<file path="config.mk">
export PLATFORM = sky130hd
export DESIGN_NAME = bicolor_led_tristate_pwm_flat
export DESIGN_NICKNAME = d
export VERILOG_FILES = /design/src/blp_pkg.sv /design/src/blp_ifs.sv /design/src/bicolor_led_tristate_pwm.sv /design/src/blp_datapath.sv /design/src/blp_controller.sv /design/src/flat_wrapper.sv
export SDC_FILE = /design/constraint.sdc
export NUM_CORES = 1
export LEC_CHECK = 0
export BUFFER_PORTS_ARGS = -buffer_cell sky130_fd_sc_hd__buf_2
export CAP_MARGIN = 20
export CORE_MARGIN = 2
export CORE_UTILIZATION = 30
export CTS_CLUSTER_SIZE = 14
export DETAILED_ROUTE_END_ITERATION = 10
export GPL_ROUTABILITY_DRIVEN = 0
export SYNTH_ARGS = -nofsm -noshare
export SYNTH_HDL_FRONTEND = slang
export SYNTH_HIERARCHICAL = 1
export SYNTH_SLANG_ARGS = --single-unit
</file>
<file path="constraint.sdc">
create_clock -name clk -period 10.4 [get_ports clk]
set_input_delay 3.12 -clock clk [delete_from_list [all_inputs] [get_ports clk]]
set_output_delay 3.12 -clock clk [all_outputs]
set_load 0.02 [all_outputs]
</file>
<file path="src/blp_pkg.sv">
// Package: shared constants, types and the step pattern decoder for the bicolor LED dimmer.
package blp_pkg;

    localparam int NUM_CHANNELS_DEF = 4;
    localparam int LEVEL_INPUTS     = 8;

    localparam int LEVEL_W    = 9;
    localparam int PERIOD_W   = 12;
    localparam int STEP_W     = 4;
    localparam int STEP_LEN_W = 16;
    localparam int STEP_CNT_W = 24;
    localparam int MASK_W     = 4;
    localparam int CHAN_W     = 2;
    localparam int CFG_IDX_W  = 2;
    localparam int CFG_DATA_W = 12;

    localparam logic [PERIOD_W-1:0]   PERIOD_RESET  = 12'd176;
    localparam logic [LEVEL_W-1:0]    FULL_Q8       = 9'd256;
    localparam logic [5:0]            FIFTH_Q8      = 6'd51;
    localparam logic [STEP_CNT_W-1:0] STEP_CNT_MAX  = {STEP_CNT_W{1'b1}};

    // Register indexes on the configuration port
    localparam logic [CFG_IDX_W-1:0] REG_PWM_PERIOD = 2'd0;
    localparam logic [CFG_IDX_W-1:0] REG_SEQ_MODE   = 2'd1;
    localparam logic [CFG_IDX_W-1:0] REG_HW_PWM     = 2'd2;

    // Pattern entry codes
    typedef logic [1:0] pat_code_t;
    localparam pat_code_t PAT_OFF   = 2'd0;
    localparam pat_code_t PAT_FULL  = 2'd1;
    localparam pat_code_t PAT_FIFTH = 2'd2;

    typedef struct packed {
        logic              in_ready;
        logic              step_en;
        logic              latch_en;
        logic              mul_en;
        logic              cmp_en;
        logic              finish;
        logic [CHAN_W-1:0] chan;
    } blp_cmd_t;

    typedef struct packed {
        logic in_valid;
        logic out_free;
    } blp_status_t;

    // Built-in pattern: single LEDs first, then each pair as full/fifth and fifth/full.
    function automatic pat_code_t pattern_code(input logic [4:0] step, input logic [4:0] led,
                                               input logic [4:0] num_leds);
        logic [4:0] t;
        logic [4:0] p;
        begin
            pattern_code = PAT_OFF;
            t = step - num_leds;
            p = {t[4:1], 1'b0};
            if (step < num_leds)
            begin
                if (led == step)
                    pattern_code = PAT_FULL;
            end
            else if (t < num_leds)
            begin
                if (led == p)
                    pattern_code = t[0] ? PAT_FIFTH : PAT_FULL;
                else if (led == p + 5'd1)
                    pattern_code = t[0] ? PAT_FULL : PAT_FIFTH;
            end
        end
    endfunction

endpackage

</file>
<file path="src/blp_ifs.sv">
// Interfaces: sample input channel, result output channel and configuration write channel.
interface blp_sample_if;
    import blp_pkg::*;
    logic                  valid;
    logic                  ready;
    logic                  frame_start;
    logic [STEP_LEN_W-1:0] step_len_samples;
    logic [LEVEL_W-1:0]    master_level;
    logic [LEVEL_W-1:0]    level_0;
    logic [LEVEL_W-1:0]    level_1;
    logic [LEVEL_W-1:0]    level_2;
    logic [LEVEL_W-1:0]    level_3;
    logic [LEVEL_W-1:0]    level_4;
    logic [LEVEL_W-1:0]    level_5;
    logic [LEVEL_W-1:0]    level_6;
    logic [LEVEL_W-1:0]    level_7;

    modport source (output valid, frame_start, step_len_samples, master_level,
                    level_0, level_1, level_2, level_3, level_4, level_5, level_6, level_7,
                    input ready);
    modport sink (input valid, frame_start, step_len_samples, master_level,
                  level_0, level_1, level_2, level_3, level_4, level_5, level_6, level_7,
                  output ready);
endinterface

interface blp_result_if;
    import blp_pkg::*;
    logic              valid;
    logic              ready;
    logic              soft_pwm_out;
    logic [MASK_W-1:0] pin_drive_mask;
    logic              pin_level;
    logic [STEP_W-1:0] current_step;

    modport source (output valid, soft_pwm_out, pin_drive_mask, pin_level, current_step,
                    input ready);
    modport sink (input valid, soft_pwm_out, pin_drive_mask, pin_level, current_step,
                  output ready);
endinterface

interface blp_cfg_if;
    import blp_pkg::*;
    logic                  valid;
    logic                  ready;
    logic [CFG_IDX_W-1:0]  index;
    logic [CFG_DATA_W-1:0] data;

    modport source (output valid, index, data, input ready);
    modport sink (input valid, index, data, output ready);
endinterface

</file>
<file path="src/bicolor_led_tristate_pwm.sv">
// Top level: bicolor LED tri-state PWM dimmer, controller plus datapath.
//
// One transfer on the sample channel is one sample tick; each tick gives exactly one
// transfer on the result channel. The block works one tick at a time: a tick passes
// through the step and latch states, then multiply and compare per served channel, and
// waits in the done state while the result register is occupied; the single shared
// multiplier forms brightness times period for one channel in S_MUL and S_CMP compares it.
// The next tick is taken as soon as the result is loaded, even if it has not yet been
// taken downstream. Brightness is Q1.8 (256 = full). On a frame-start tick the eight
// levels are latched, from the level inputs or from the built-in 16-step pattern scaled
// by master_level; in pattern mode the step advances at a frame start once the step
// length has been counted. Channel c is driven while period_count*256 is below
// brightness*pwm_period of the served LED of its pair; pin_level names the served LED.
// The configuration channel is always ready and must only be written while idle.
module bicolor_led_tristate_pwm #(
    parameter int NUM_CHANNELS = blp_pkg::NUM_CHANNELS_DEF
) (
    input  logic         clk,
    input  logic         rst_n,
    blp_sample_if.sink   sample,
    blp_result_if.source result,
    blp_cfg_if.sink      cfg
);
    import blp_pkg::*;

    blp_cmd_t    cmd;     // controller -> datapath
    blp_status_t status;  // datapath -> controller

    // sequencer FSM: step, latch, then multiply/compare per served channel
    blp_controller #(
        .NUM_CHANNELS(NUM_CHANNELS)
    ) u_ctrl (
        .clk   (clk),
        .rst_n (rst_n),
        .status(status),
        .cmd   (cmd)
    );

    // all storage and arithmetic; owns the channel handshakes
    blp_datapath #(
        .NUM_CHANNELS(NUM_CHANNELS)
    ) u_dp (
        .clk   (clk),
        .rst_n (rst_n),
        .cmd   (cmd),
        .status(status),
        .sample(sample),
        .result(result),
        .cfg   (cfg)
    );

endmodule

</file>
<file path="src/blp_datapath.sv">
// Datapath: config registers, sequencer state, brightness latches, shared multiplier and result register.
module blp_datapath #(
    parameter int NUM_CHANNELS = blp_pkg::NUM_CHANNELS_DEF
) (
    input  logic                 clk,
    input  logic                 rst_n,
    input  blp_pkg::blp_cmd_t    cmd,
    output blp_pkg::blp_status_t status,
    blp_sample_if.sink           sample,
    blp_result_if.source         result,
    blp_cfg_if.sink              cfg
);
    import blp_pkg::*;

    localparam int NUM_LEDS  = 2 * NUM_CHANNELS;
    localparam int LED_IDX_W = $clog2(NUM_LEDS);
    localparam int PROD_W    = LEVEL_W + PERIOD_W;

    // configuration
    logic [PERIOD_W-1:0] pwm_period_reg;
    logic                seq_mode_reg;
    logic                hw_mode_reg;

    // captured sample
    logic                  frame_start_reg;
    logic [STEP_LEN_W-1:0] step_len_reg;
    logic [LEVEL_W-1:0]    master_reg;
    logic [LEVEL_W-1:0]    level_reg [LEVEL_INPUTS];
    logic [LEVEL_W-1:0]    level_in  [LEVEL_INPUTS];

    // block state
    logic [PERIOD_W-1:0]   period_count_reg;
    logic [PERIOD_W-1:0]   period_count_next;
    logic                  parity_reg;
    logic [STEP_W-1:0]     step_index_reg;
    logic [STEP_CNT_W-1:0] step_cnt_reg;
    logic [STEP_CNT_W-1:0] step_cnt_chk;
    logic                  step_adv;
    logic [LEVEL_W-1:0]    bright_reg [NUM_LEDS];

    // per-item work
    logic                 led_reg;
    logic                 soft_reg;
    logic [MASK_W-1:0]    mask_reg;
    logic [PROD_W-1:0]    product_reg;
    logic [LED_IDX_W-1:0] bright_idx;
    logic [PROD_W-1:0]    count_scaled;
    logic [LEVEL_W+5:0]   fifth_prod;
    logic [LEVEL_W-1:0]   fifth_val;
    logic                 parity_eff;

    // result register
    logic              out_valid_reg;
    logic              out_soft_reg;
    logic [MASK_W-1:0] out_mask_reg;
    logic              out_led_reg;
    logic [STEP_W-1:0] out_step_reg;

    logic accept;

    assign accept       = sample.valid && cmd.in_ready;
    assign sample.ready = cmd.in_ready;
    assign cfg.ready    = 1'b1;

    assign status.in_valid = sample.valid;
    assign status.out_free = !out_valid_reg || result.ready;

    assign level_in[0] = sample.level_0;
    assign level_in[1] = sample.level_1;
    assign level_in[2] = sample.level_2;
    assign level_in[3] = sample.level_3;
    assign level_in[4] = sample.level_4;
    assign level_in[5] = sample.level_5;
    assign level_in[6] = sample.level_6;
    assign level_in[7] = sample.level_7;

    // (51*m + 128) >> 8; full entries give m exactly
    assign fifth_prod = (LEVEL_W+6)'(master_reg) * (LEVEL_W+6)'(FIFTH_Q8) + (LEVEL_W+6)'(128);
    assign fifth_val  = LEVEL_W'(fifth_prod >> 8);

    assign step_adv     = frame_start_reg && seq_mode_reg
                          && (step_cnt_reg >= STEP_CNT_W'(step_len_reg));
    assign step_cnt_chk = step_adv ? '0 : step_cnt_reg;
    assign parity_eff   = frame_start_reg ? 1'b0 : parity_reg;

    assign bright_idx   = LED_IDX_W'({cmd.chan, led_reg});
    assign count_scaled = PROD_W'({period_count_reg, 8'd0});

    always_comb
    begin
        period_count_next = period_count_reg + 1'b1;
        if (period_count_next == pwm_period_reg)
            period_count_next = '0;
    end

    // configuration writes
    always_ff @(posedge clk or negedge rst_n)
    begin
        if (!rst_n)
        begin
            pwm_period_reg <= PERIOD_RESET;
            seq_mode_reg   <= 1'b1;
            hw_mode_reg    <= 1'b0;
        end
        else if (cfg.valid)
        begin
            case (cfg.index)
                REG_PWM_PERIOD: pwm_period_reg <= cfg.data;
                REG_SEQ_MODE:   seq_mode_reg   <= cfg.data[0];
                REG_HW_PWM:     hw_mode_reg    <= cfg.data[0];
                default:        ;
            endcase
        end
    end

    // sample capture
    always_ff @(posedge clk)
    begin
        if (accept)
        begin
            frame_start_reg <= sample.frame_start;
            step_len_reg    <= sample.step_len_samples;
            master_reg      <= sample.master_level;
            for (int i = 0; i < LEVEL_INPUTS; i++)
                level_reg[i] <= level_in[i];
        end
    end

    // sequencer, parity, brightness latches, period counter
    always_ff @(posedge clk or negedge rst_n)
    begin
        if (!rst_n)
        begin
            period_count_reg <= '0;
            parity_reg       <= 1'b0;
            step_index_reg   <= '0;
            step_cnt_reg     <= '0;
            for (int i = 0; i < NUM_LEDS; i++)
                bright_reg[i] <= '0;
        end
        else
        begin
            if (cmd.step_en)
            begin
                parity_reg <= !parity_eff;
                if (step_adv)
                    step_index_reg <= step_index_reg + 1'b1;
                if (seq_mode_reg && (step_cnt_chk != STEP_CNT_MAX))
                    step_cnt_reg <= step_cnt_chk + 1'b1;
                else
                    step_cnt_reg <= step_cnt_chk;
            end
            if (cmd.latch_en && frame_start_reg)
            begin
                for (int i = 0; i < NUM_LEDS; i++)
                begin
                    if (seq_mode_reg)
                    begin
                        case (pattern_code({1'b0, step_index_reg}, 5'(i), 5'(NUM_LEDS)))
                            PAT_FULL:  bright_reg[i] <= master_reg;
                            PAT_FIFTH: bright_reg[i] <= fifth_val;
                            default:   bright_reg[i] <= '0;
                        endcase
                    end
                    else if (i < LEVEL_INPUTS)
                        bright_reg[i] <= level_reg[i];
                    else
                        bright_reg[i] <= FULL_Q8;
                end
            end
            if (cmd.finish)
                period_count_reg <= period_count_next;
        end
    end

    // per-item work registers
    always_ff @(posedge clk)
    begin
        if (cmd.step_en)
        begin
            soft_reg <= hw_mode_reg ? 1'b0 : parity_eff;
            led_reg  <= hw_mode_reg ? period_count_reg[0] : period_count_reg[1];
            mask_reg <= '0;
        end
        if (cmd.mul_en)
            product_reg <= PROD_W'(bright_reg[bright_idx]) * PROD_W'(pwm_period_reg);
        if (cmd.cmp_en)
            mask_reg[cmd.chan] <= count_scaled < product_reg;
    end

    // result register
    always_ff @(posedge clk or negedge rst_n)
    begin
        if (!rst_n)
            out_valid_reg <= 1'b0;
        else if (cmd.finish)
            out_valid_reg <= 1'b1;
        else if (result.ready)
            out_valid_reg <= 1'b0;
    end

    always_ff @(posedge clk)
    begin
        if (cmd.finish)
        begin
            out_soft_reg <= soft_reg;
            out_mask_reg <= mask_reg;
            out_led_reg  <= led_reg;
            out_step_reg <= step_index_reg;
        end
    end

    assign result.valid          = out_valid_reg;
    assign result.soft_pwm_out   = out_soft_reg;
    assign result.pin_drive_mask = out_mask_reg;
    assign result.pin_level      = out_led_reg;
    assign result.current_step   = out_step_reg;

endmodule

</file>
<file path="src/blp_controller.sv">
// Controller: sequences one tick through step update, latch and per-channel multiply/compare.
module blp_controller #(
    parameter int NUM_CHANNELS = blp_pkg::NUM_CHANNELS_DEF
) (
    input  logic                 clk,
    input  logic                 rst_n,
    input  blp_pkg::blp_status_t status,
    output blp_pkg::blp_cmd_t    cmd
);
    import blp_pkg::*;

    localparam int SERVED = (NUM_CHANNELS < MASK_W) ? NUM_CHANNELS : MASK_W;
    localparam logic [CHAN_W-1:0] LAST_CHAN = CHAN_W'(SERVED - 1);

    localparam logic [2:0] S_IDLE  = 3'd0;
    localparam logic [2:0] S_STEP  = 3'd1;
    localparam logic [2:0] S_LATCH = 3'd2;
    localparam logic [2:0] S_MUL   = 3'd3;
    localparam logic [2:0] S_CMP   = 3'd4;
    localparam logic [2:0] S_DONE  = 3'd5;

    logic [2:0]        state_reg;
    logic [2:0]        state_next;
    logic [CHAN_W-1:0] chan_reg;
    logic [CHAN_W-1:0] chan_next;

    always_comb
    begin
        state_next   = state_reg;
        chan_next    = chan_reg;
        cmd          = '0;
        cmd.chan     = chan_reg;
        case (state_reg)
            S_IDLE:
            begin
                cmd.in_ready = 1'b1;
                if (status.in_valid)
                    state_next = S_STEP;
            end
            S_STEP:
            begin
                cmd.step_en = 1'b1;
                state_next  = S_LATCH;
            end
            S_LATCH:
            begin
                cmd.latch_en = 1'b1;
                chan_next    = '0;
                state_next   = S_MUL;
            end
            S_MUL:
            begin
                cmd.mul_en = 1'b1;
                state_next = S_CMP;
            end
            S_CMP:
            begin
                cmd.cmp_en = 1'b1;
                if (chan_reg == LAST_CHAN)
                    state_next = S_DONE;
                else
                begin
                    chan_next  = chan_reg + 1'b1;
                    state_next = S_MUL;
                end
            end
            S_DONE:
            begin
                if (status.out_free)
                begin
                    cmd.finish = 1'b1;
                    state_next = S_IDLE;
                end
            end
            default:
                state_next = S_IDLE;
        endcase
    end

    always_ff @(posedge clk or negedge rst_n)
    begin
        if (!rst_n)
        begin
            state_reg <= S_IDLE;
            chan_reg  <= '0;
        end
        else
        begin
            state_reg <= state_next;
            chan_reg  <= chan_next;
        end
    end

endmodule

</file>
<file path="src/flat_wrapper.sv">
// flat-port wrapper written by rule: the top's interface ports become plain ports
module bicolor_led_tristate_pwm_flat import blp_pkg::*;
#(
    parameter int NUM_CHANNELS = blp_pkg::NUM_CHANNELS_DEF
)
  (clk, rst_n, sample_valid, sample_frame_start, sample_step_len_samples, sample_master_level, sample_level_0, sample_level_1, sample_level_2, sample_level_3, sample_level_4, sample_level_5, sample_level_6, sample_level_7, sample_ready, result_valid, result_soft_pwm_out, result_pin_drive_mask, result_pin_level, result_current_step, result_ready, cfg_valid, cfg_index, cfg_data, cfg_ready);
  blp_sample_if sample_i ();
  blp_result_if result_i ();
  blp_cfg_if cfg_i ();
  input  logic clk;
  input  logic rst_n;
  input wire logic [$bits(sample_i.valid)-1:0] sample_valid;
  input wire logic [$bits(sample_i.frame_start)-1:0] sample_frame_start;
  input wire logic [$bits(sample_i.step_len_samples)-1:0] sample_step_len_samples;
  input wire logic [$bits(sample_i.master_level)-1:0] sample_master_level;
  input wire logic [$bits(sample_i.level_0)-1:0] sample_level_0;
  input wire logic [$bits(sample_i.level_1)-1:0] sample_level_1;
  input wire logic [$bits(sample_i.level_2)-1:0] sample_level_2;
  input wire logic [$bits(sample_i.level_3)-1:0] sample_level_3;
  input wire logic [$bits(sample_i.level_4)-1:0] sample_level_4;
  input wire logic [$bits(sample_i.level_5)-1:0] sample_level_5;
  input wire logic [$bits(sample_i.level_6)-1:0] sample_level_6;
  input wire logic [$bits(sample_i.level_7)-1:0] sample_level_7;
  output wire logic [$bits(sample_i.ready)-1:0] sample_ready;
  output wire logic [$bits(result_i.valid)-1:0] result_valid;
  output wire logic [$bits(result_i.soft_pwm_out)-1:0] result_soft_pwm_out;
  output wire logic [$bits(result_i.pin_drive_mask)-1:0] result_pin_drive_mask;
  output wire logic [$bits(result_i.pin_level)-1:0] result_pin_level;
  output wire logic [$bits(result_i.current_step)-1:0] result_current_step;
  input wire logic [$bits(result_i.ready)-1:0] result_ready;
  input wire logic [$bits(cfg_i.valid)-1:0] cfg_valid;
  input wire logic [$bits(cfg_i.index)-1:0] cfg_index;
  input wire logic [$bits(cfg_i.data)-1:0] cfg_data;
  output wire logic [$bits(cfg_i.ready)-1:0] cfg_ready;
  assign sample_i.valid = sample_valid;
  assign sample_i.frame_start = sample_frame_start;
  assign sample_i.step_len_samples = sample_step_len_samples;
  assign sample_i.master_level = sample_master_level;
  assign sample_i.level_0 = sample_level_0;
  assign sample_i.level_1 = sample_level_1;
  assign sample_i.level_2 = sample_level_2;
  assign sample_i.level_3 = sample_level_3;
  assign sample_i.level_4 = sample_level_4;
  assign sample_i.level_5 = sample_level_5;
  assign sample_i.level_6 = sample_level_6;
  assign sample_i.level_7 = sample_level_7;
  assign sample_ready = sample_i.ready;
  assign result_valid = result_i.valid;
  assign result_soft_pwm_out = result_i.soft_pwm_out;
  assign result_pin_drive_mask = result_i.pin_drive_mask;
  assign result_pin_level = result_i.pin_level;
  assign result_current_step = result_i.current_step;
  assign result_i.ready = result_ready;
  assign cfg_i.valid = cfg_valid;
  assign cfg_i.index = cfg_index;
  assign cfg_i.data = cfg_data;
  assign cfg_ready = cfg_i.ready;
  bicolor_led_tristate_pwm #(.NUM_CHANNELS(NUM_CHANNELS)) u_core (.clk(clk), .rst_n(rst_n), .sample(sample_i), .result(result_i), .cfg(cfg_i));
endmodule
</file>
---- After elaboration in Yosys (flattened, before gate mapping) ----
Memory sizes are Yosys's and may differ from the RTL's.
Index checks and enable logic that the tools add are counted.
operators by class
  bitwise operators ....................... 1
  add/sub/neg operators ................... 7
  magnitude comparators ................... 7
  equality and inequality tests ........... 46
  multiply operators ...................... 2
  mux-type cells .......................... 100
  reduce and logical (&&, ||, !) cells .... 22
operators with widths
  operator               number
  $pmux 9 s2             8
  $mux 2                 47
  $mux 9                 10
  $mux 24                2
  $bmux 9 s3             1
  $add 24x1->24 const B  1
  $ge 24x16->1           1
  $ne 24x24->1 const B   1
  $mux 1                 22
  $lt 20x21->1           1
  $mul 9x12->21          1
  $eq 2x2->1 const B     10
  $eq 3x5->1 const A     4
  $eq 2x1->1 const B     9
  $pmux 3 s6             1
  $eq 2x4->1 const A     4
  $eq 3x4->1 const A     4
  $add 15x8->15 const B  1
  $mul 9x6->15 const B   1
  $add 12x1->12 const B  1
  $eq 12x12->1           1
  $mux 12                1
  $reduce_and 2->1       6
  $eq 2x5->1 const A     2
  30 further kinds       45
word-level totals
  bits in registers ....................... 196
  input port bits ......................... 117
  memories kept ........................... 1
  word-level logic and storage cells ...... 215
  output and inout bits ................... 13
  bits in writable memories ............... 72
memory list
  memory                 words  width  read ports  clocked after Yosys merged registers in  wr ports  RTL line            source
  u_core.u_dp.level_reg  8      9      8           0                                        8         blp_datapath.sv:28  logic [LEVEL_W-1:0] level_reg [LEVEL_INPUTS];

---- Logic depth before layout (Yosys ltp) ----
Gate-level depths: netlist of the first run.
  depth in word-level cells ............... 12
  mapped depth ............................ 23
  gate-level depth less buffers ........... 20

---- Hierarchy ----
Netlist of the first run, hierarchy kept.
by module, submodules not included
  module          seq. area each (um^2)  times used  cells an instance  area each (um^2)
  blp_datapath    7221.9                 1           1609               17142.7
  blp_controller  125.1                  1           35                 320.3

---- Worst setup path before layout of the first run ----
No wires, ideal clock.
  path kind ............................... reg-to-reg
  from .................................... reg u_core.u_dp.led_reg
  to ...................................... reg u_core.u_dp.product_reg[20], data pin
  library setup time ...................... 0.260 ns
  arrival ................................. 5.696 ns
  path slack .............................. 4.444 ns
  path buffers ............................ 3
  clock period less this slack ............ 5.956 ns
  stages on the path, launching flop included .. 23
  data required time ...................... 10.140 ns
  cells stage by stage .................... edfxtp_1 > buf_2 > buf_2 > mux4_2 > mux2_2 > clkbuf_1 > nand2_1 > fa_1 > inv_1 > fa_1 > ha_1 > inv_1 > fa_1 > inv_1 > fa_1 > a211oi_1 > o21bai_1 > a31oi_1 > o21ai_0 > o41ai_1 > o21ai_0 > a21oi_1 > xnor2_1
on the way
  longest elaborated chain between the ends .. 5
ends and longest elaborated chain
  element                                     RTL line             source
  start, declared                             blp_datapath.sv:42   logic led_reg;
  start signal, assigned                      blp_datapath.sv:182  led_reg <= hw_mode_reg ? period_count_reg[0] : period_count_reg[1];
  $not 3->4 (implied by the code)             blp_datapath.sv:186  product_reg <= PROD_W'(bright_reg[bright_idx]) * PROD_W'(pwm_period_reg);
  $bmux 9 s3                                  blp_datapath.sv:186
  $mux 9 (implied by the code) (2 in series)  blp_datapath.sv:186
  $mul 9x12->21                               blp_datapath.sv:186
  end signal, assigned                        blp_datapath.sv:186
  end, declared                               blp_datapath.sv:45   logic [PROD_W-1:0] product_reg;
No other way between the ends. The select of a mux whose other input is x is not followed.
A chain may end at the register's enable or synchronous reset.

---- Final worst setup path of the first run ----
Same ends and word-level chain as after synthesis.

==> key figures, run 1 <==
Outcome
  • Outcome: complete, no violations

Critical path
  • Max FO, Critical Path: 18
  • R2r setup slk: 3.71 ns
  • Worst r2r dst: u_core/u_dp/product_reg[20]$_DFFE_PP_
  • Worst r2r path cells: 18
  • Ordered cell list for the critical path: buf_4 > mux4_2 > mux2i_1 > nor2b_1 > fa_1 > fa_1 > fa_1 > inv_1 > fa_1 > inv_1 > ha_1 > a21o_1 > a31oi_1 > o21ai_0 > o41ai_1 > o21ai_0 > a21oi_1 > xnor2_1
  • Crit path to: u_core/u_dp/product_reg[20]$_DFFE_PP_
  • CP most frequent cell: fa_1
  • Crit Path Class: reg2reg
  • Slowest stage cell, crit path: mux2i_1
  • Worst Path Required: 10.69 ns
  • Crit path DAT: 6.98 ns
  • CP Launch Type: register
  • CP peak stage delay: 0.88 ns
  • Reg2Reg Launch Point: u_core/u_dp/led_reg$_DFFE_PP_
  • Worst Setup SP: u_core/u_dp/led_reg$_DFFE_PP_
  • Worst setup EP type: register

GRT
  • Initial antenna violation count: 1
  • Total gr overflow: 0
  • Gr usage total: 0.155
  • First-pass GRT wire length: 72200 um
  • Vias in the first global route: 13.0k
  • Largest net degree at the start of global routing: 84

Clocking
  • Total clock sinks: 268
  • Post-CTS setup buffers: 0
  • CTS Root Cell: clkbuf_16
  • Post-cts sizing count: 0
  • CTS max path bufs: 3
  • H-tree level count: 2
  • Clk Latency, worst-skew pair: 0.56 ns
  • TritonCTS clock tree: built
  • Clk pin slew, worst setup/hold paths: 0.06 ns
  • Hold_buf cts: 0
  • Clock buffer count from CTS: 35

Cells and area
  • Antenna fix cells: 0
  • Multi-input logic area: 9030 um^2
  • Most frequent cells in the layout: inv_1 (177), nor2_1 (139), ha_1 (133), edfxtp_1 (131), dfrtp_1 (129)
  • Nets: 2065
  • Share of cells above drive strength 1: 0.150
  • Commonest non-fill, non-tap cell in the layout: inv_1
  • Area grow syn2layout: 14.3%
  • Seq. cell area: 7350 um^2
  • Fillers: 5705

STA
  • Minimum clock period: 6.69 ns
  • Setup TNS: 0 ns
  • Period Utilization, post-route: 0.643
  • Worst clock skew: 0.0259 ns
  • RSZ-0062 raised after global routing: no
  • Slew HR: 0.231
  • Tightest Pin Transition: 1.12 ns
  • Setup violators final: 0
  • Max Clk Rate: 150 MHz
  • Final Max Slew Viols: 0
  • Final Hold Vio Count: 0

Place
  • Port buffer count: 128
  • DP Wirelength: 34100 um

Synthesis
  • Xor and xnor area share after synthesis: 0.0296
  • Yosys cell types: 75
  • Main combinational cell family by area after synthesis: adder cells
  • Synth Flop Type: edfxtp_1
  • Mux cell area share after synthesis: 0.0418
  • Compound-cell area share of the yosys netlist: 0.110
  • Sequential fraction of the synthesis area: 0.421
  • Synth warn: 6
  • Syn Nets: 1974
  • Post-synthesis simple-gate area fraction: 0.148
  • Mean Syn Cell Area: 10.6 um^2
  • EDFF count, synth: 131
  • Synth async-reset ratio: 0.496
  • Adder-cell share of the synthesized area: 0.187
  • Syn Inst Count: 1644
  • Post-Syn Area: 17500 um^2
  • #FFs+latches synth: 268

Detailed routing
  • Pre-Repair DR Iteration Count: 7
  • WL final: 46300 um
  • Drt wl/cell: 18.3 um
  • Vias: 12.7k
  • Routed Antenna Nets: 0
  • DRC viols: 0
  • Starting DRT DRC Count: 905
  • DR vias/cell: 5.03

Min path
  • Worst hold path type: reg2reg

Floorplanning
  • Core ar.: 57600 um^2
  • Total Die Area: 60200 um^2
  • Die H: 245 um
  • Row count: 88
  • Starting Density: 0.303
  • Die W: 245 um
  • I/O pin total: 130

Job
  • Number of max-cap violations: 0
through the flow:
step                      hold slack (ns)   util  cells  setup WS (ns)  cell area [um^2]
after detailed placement            0.415  0.326   2462           3.72             18800
after CTS                           0.436  0.346   2525           3.70             19900
after floorplan                     0.400      -   1644           4.44             17500
after global placement              0.404  0.326   2462           3.78             18800
final                               0.433  0.347   2526           3.71             20000
after global routing                0.445  0.347   2526           3.32             20000
Yosys cell counts (6+ instances only):
cell	instances	area [um^2]
and3_1	34	213
a221o_1	9	90.1
nor2b_1	67	419
xnor2_1	39	342
ha_1	133	1660
a22o_1	29	254
mux4_2	18	405
a21oi_1	61	305
nand4_1	13	81.3
edfxtp_1	131	3930
o31ai_1	14	105
a221oi_1	41	359
dfrtp_1	129	3230
nor3b_1	6	45.0
xor2_1	15	131
nand2_1	118	443
clkbuf_1	65	244
nand2b_1	27	169
buf_4	6	45.0
inv_1	178	668
fa_1	80	1600
mux2i_1	11	110
nor3_1	21	105
nor4_1	11	68.8
buf_6	6	67.6
buf_1	10	37.5
o21ai_0	34	170
a211oi_1	12	90.1
mux2_2	19	214
and4_1	7	61.3
a21o_1	13	97.6
nand3_1	42	210
nor2_1	140	526
o211ai_1	21	158
and2_1	10	62.6
metal layers:
layer  GRT usage  share of wire  routed length (um)
met1       0.192           0.41               18800
met2       0.260           0.49               22600
met3      0.0341          0.066                3060
met4      0.0629          0.038                1780
met5           0              0                   0
worst min path at each step:
stage	startpoint	to	depth (start not counted)
global route	u_core/u_dp/mask_reg[1]$_DFF_P_	u_core/u_dp/result.pin_drive_mask[1]$_DFFE_PP_	0
CTS	u_core/u_dp/soft_reg$_SDFFCE_PP0P_	u_core/u_dp/result.soft_pwm_out$_DFFE_PP_	0
finish	u_core/u_dp/soft_reg$_SDFFCE_PP0P_	u_core/u_dp/result.soft_pwm_out$_DFFE_PP_	0
global placement	u_core/u_dp/soft_reg$_SDFFCE_PP0P_	u_core/u_dp/result.soft_pwm_out$_DFFE_PP_	0
floorplan	u_core/u_dp/soft_reg$_SDFFCE_PP0P_	u_core/u_dp/result.soft_pwm_out$_DFFE_PP_	0
detailed placement	u_core/u_dp/soft_reg$_SDFFCE_PP0P_	u_core/u_dp/result.soft_pwm_out$_DFFE_PP_	0
layout make-up:
type | instances | area share
flip-flops and latches | 268 | 0.368
inverters | 178 | 0.0335
multi-input cells | 1105 | 0.452
clock inverters | 17 | 0.00953
clock buffers | 46 | 0.0480
well taps | 765 | 0.0480
repair buffers | 147 | 0.0406
logic make-up (layout without fill, tap and decap cells):
kind of cell | count (synthesis) | count (layout)
multiplexers | 48 | 48
AO/OA/AOI/OAI | 270 | 270
flip-flops | 268 | 268
AND/OR/NAND/NOR | 517 | 517
adder cells (fa/ha/maj) | 213 | 213
other | 1 | 1
buffers and inverters | 271 | 388
XOR/XNOR | 56 | 56
worst max-delay path, delay by kind of cell (launching register included):
kind / cells / cell delay [ns]
compound gates: 6 / 1.53
mux: 2 / 1.42
simple gates: 1 / 0.17
buf+inv: 3 / 0.44
flops: 1 / 0.33
fa+ha+maj: 5 / 2.48
xor+xnor: 1 / 0.07
Power of run 1 is not shown: default switching activity piles up to over one toggle a cycle in this logic, so the estimate is an artifact.
==> run 2: changes to the inputs <==
==> constraint.sdc (replaced) <==
create_clock -name clk -period 5.9 [get_ports clk]
set_input_delay 1.77 -clock clk [delete_from_list [all_inputs] [get_ports clk]]
set_output_delay 1.77 -clock clk [all_outputs]
set_load 0.02 [all_outputs]
==> run 2 against run 1 <==
Maximum frequency rose by 18%. Worst setup slack worse by 3.5 ns. Count of clock-buffer cells in the layout is 2 lower. Hold slack worse by 0.011 ns. Register-to-register slack lost 3.5 ns. Routed wire length rose by 2.4%. Design area grew 2.0%. Non-clock buffer count grew 27. Critical path type unchanged.
==> key figures, run 2 (same netlist as run 1, synthesis figures left out) <==
Outcome
  • Outcome: complete, no violations

Critical path
  • Reg2Reg Launch Point: u_core/u_dp/led_reg$_DFFE_PP_
  • Worst Path Required: 6.20 ns (-4.49 ns)
  • Crit Path Class: reg2reg
  • CP most frequent cell: fa_1
  • CP Launch Type: register
  • R2r setup slk: 0.25 ns (-3.47 ns)
  • CP peak stage delay: 0.53 ns (-0.35 ns)
  • Crit path DAT: 5.96 ns (-1.02 ns)
  • Worst setup EP type: register
  • Ordered cell list for the critical path: clkbuf_16 > mux4_2 > mux2i_2 > buf_6 > clkbuf_4 > buf_4 > nand2b_1 > fa_1 > fa_1 > inv_1 > fa_1 > inv_1 > fa_1 > inv_1 > ha_1 > or3_1 > o21ai_0 > a21oi_2 > a21o_1 > a21oi_2 > xnor2_1
  • Worst r2r dst: u_core/u_dp/product_reg[17]$_DFFE_PP_
  • Slowest stage cell, crit path: fa_1
  • Worst r2r path cells: 21 (+3)
  • Max FO, Critical Path: 8 (-10)

STA
  • Tightest Pin Transition: 0.979 ns (-0.143 ns)
  • Slew HR: 0.348 (+0.117)
  • WHS: 0.422 ns (-0.0105 ns)
  • Worst clock skew: 0.0183 ns (-0.00761 ns)
  • Minimum clock period: 5.65 ns (-1.03 ns)
  • Setup TNS: 0 ns (unchanged)
  • Period Utilization, post-route: 0.958 (+0.315)
  • Max Clk Rate: 177 MHz (+18%)
  • Final Max Slew Viols: 0 (unchanged)
  • Setup violators final: 0 (unchanged)
  • Final Hold Vio Count: 0 (unchanged)

Floorplanning
  • Die W: 245 um (unchanged)
  • Starting Density: 0.303 (unchanged)
  • Core ar.: 57600 um^2 (unchanged)
  • Row count: 88 (unchanged)
  • I/O pin total: 130 (unchanged)
  • Die H: 245 um (unchanged)
  • Total Die Area: 60200 um^2 (unchanged)

GRT
  • Total gr overflow: 0 (unchanged)
  • Gr usage total: 0.157 (+0.00234)
  • Initial antenna violation count: 1 (unchanged)
  • First-pass GRT wire length: 73300 um (+1.5%)
  • Largest net degree at the start of global routing: 104 (+24%)
  • Vias in the first global route: 13.2k (+1.6%)

Detailed routing
  • Vias: 12.8k (+0.79%)
  • Starting DRT DRC Count: 951 (+5.1%)
  • DRC viols: 0 (unchanged)
  • Drt wl/cell: 18.6 um (+1.3%)
  • Routed Antenna Nets: 0 (unchanged)
  • WL final: 47400 um (+2.4%)
  • Pre-Repair DR Iteration Count: 5 (-2)
  • DR vias/cell: 5.02 (-0.24%)

Cells and area
  • Antenna fix cells: 0 (unchanged)
  • Area grow syn2layout: 16.6%
  • Commonest non-fill, non-tap cell in the layout: inv_1
  • Seq. cell area: 7350 um^2 (unchanged)
  • Post-route cell area: 20400 um^2 (+2.0%)
  • Nets: 2091 (+1.3%)
  • Multi-input logic area: 9150 um^2 (+1.3%)
  • Fillers: 5698 (-0.12%)
  • Most frequent cells in the layout: inv_1 (177), nor2_1 (139), edfxtp_1 (131), dfrtp_1 (129)
  • Share of cells above drive strength 1: 0.175 (+0.0247)
  • Post-Layout Cell Count: 2552 (+1.0%)

Clocking
  • Hold_buf cts: 0 (unchanged)
  • CTS Root Cell: clkbuf_16
  • Total clock sinks: 268 (unchanged)
  • Clk Latency, worst-skew pair: 0.56 ns (about the same)
  • TritonCTS clock tree: built
  • Clock buffer count from CTS: 34 (-2.9%)
  • H-tree level count: 2 (unchanged)
  • Clk pin slew, worst setup/hold paths: 0.06 ns (about the same)
  • CTS max path bufs: 3 (unchanged)

Min path
  • Worst Hold Launch: u_core/u_dp/soft_reg$_SDFFCE_PP0P_
  • End of the worst hold path: u_core/u_dp/result.soft_pwm_out$_DFFE_PP_
  • Hold path depth: 0 (unchanged)
  • Worst hold path type: reg2reg

Place
  • Placed cell area: 18900 um^2 (+0.69%)
  • Port buffer count: 128 (unchanged)
  • DP Wirelength: 35100 um (+3.1%)
  • Placed insts: 2475 (+0.53%)

Job
  • Number of max-cap violations: 0 (unchanged)
## run 2: through the flow
step	worst slack [ns]	util
3_3_place_gp	0.0368	0.328
4_1_cts	0.0296	0.349
3_5_place_dp	-0.0760	0.328
6_report	0.246	0.354
5_1_grt	-0.0234	0.354
2_1_floorplan	0.0766	-
## run 2: how the worst max path moves through the flow
stage                                        startpoint                                     to  slack (ns)  cells past startpoint
after floorplan           u_core/u_dp/led_reg$_DFFE_PP_  u_core/u_dp/product_reg[20]$_DFFE_PP_        0.08                     22
after global placement    u_core/u_dp/led_reg$_DFFE_PP_  u_core/u_dp/product_reg[20]$_DFFE_PP_        0.04                     20
after detailed placement  u_core/u_dp/led_reg$_DFFE_PP_  u_core/u_dp/product_reg[20]$_DFFE_PP_       -0.08                     20
after CTS                 u_core/u_dp/led_reg$_DFFE_PP_  u_core/u_dp/product_reg[20]$_DFFE_PP_        0.03                     21
after global routing      u_core/u_dp/led_reg$_DFFE_PP_  u_core/u_dp/product_reg[20]$_DFFE_PP_       -0.02                     21
final                     u_core/u_dp/led_reg$_DFFE_PP_  u_core/u_dp/product_reg[17]$_DFFE_PP_        0.25                     21
## run 2: worst max-delay path, delay by kind of cell (launching register included)
kind | cells | cell delay (ns)
AO/OA/AOI/OAI | 4 | 0.52
adder cells (fa/ha/maj) | 5 | 2.22
buffers and inverters | 7 | 0.86
flip-flops | 1 | 0.51
AND/OR/NAND/NOR | 2 | 0.49
XOR/XNOR | 1 | 0.07
multiplexers | 2 | 0.72
## run 2: timing repair
| action | 4_1_cts | 5_1_grt |
|---|---|---|
| gates cloned | 0 | 1 |
| endpoints found under the setup margin | 2 | 5 |
| pin swaps | 1 | 7 |
| gates resized for setup | 1 | 26 |
| setup buffers | 3 | 10 |
## run 2: metal layers
metal	vias to the layer above	GRT usage	routed length, um
met5	-	0	0
li1	5983	-	-
met4	0	0.0549	1450
met2	451	0.260	22500
met3	91	0.0335	3510
met1	6289	0.203	19900
## run 2: cell type report
type	instances	area share
clock inverters	18	0.0109
inverters	178	0.0328
clock buffers	44	0.0471
flip-flops and latches	268	0.361
multi-input cells	1105	0.449
well taps	765	0.0470
repair buffers	174	0.0522
Power of run 2 is left out for the same reason.
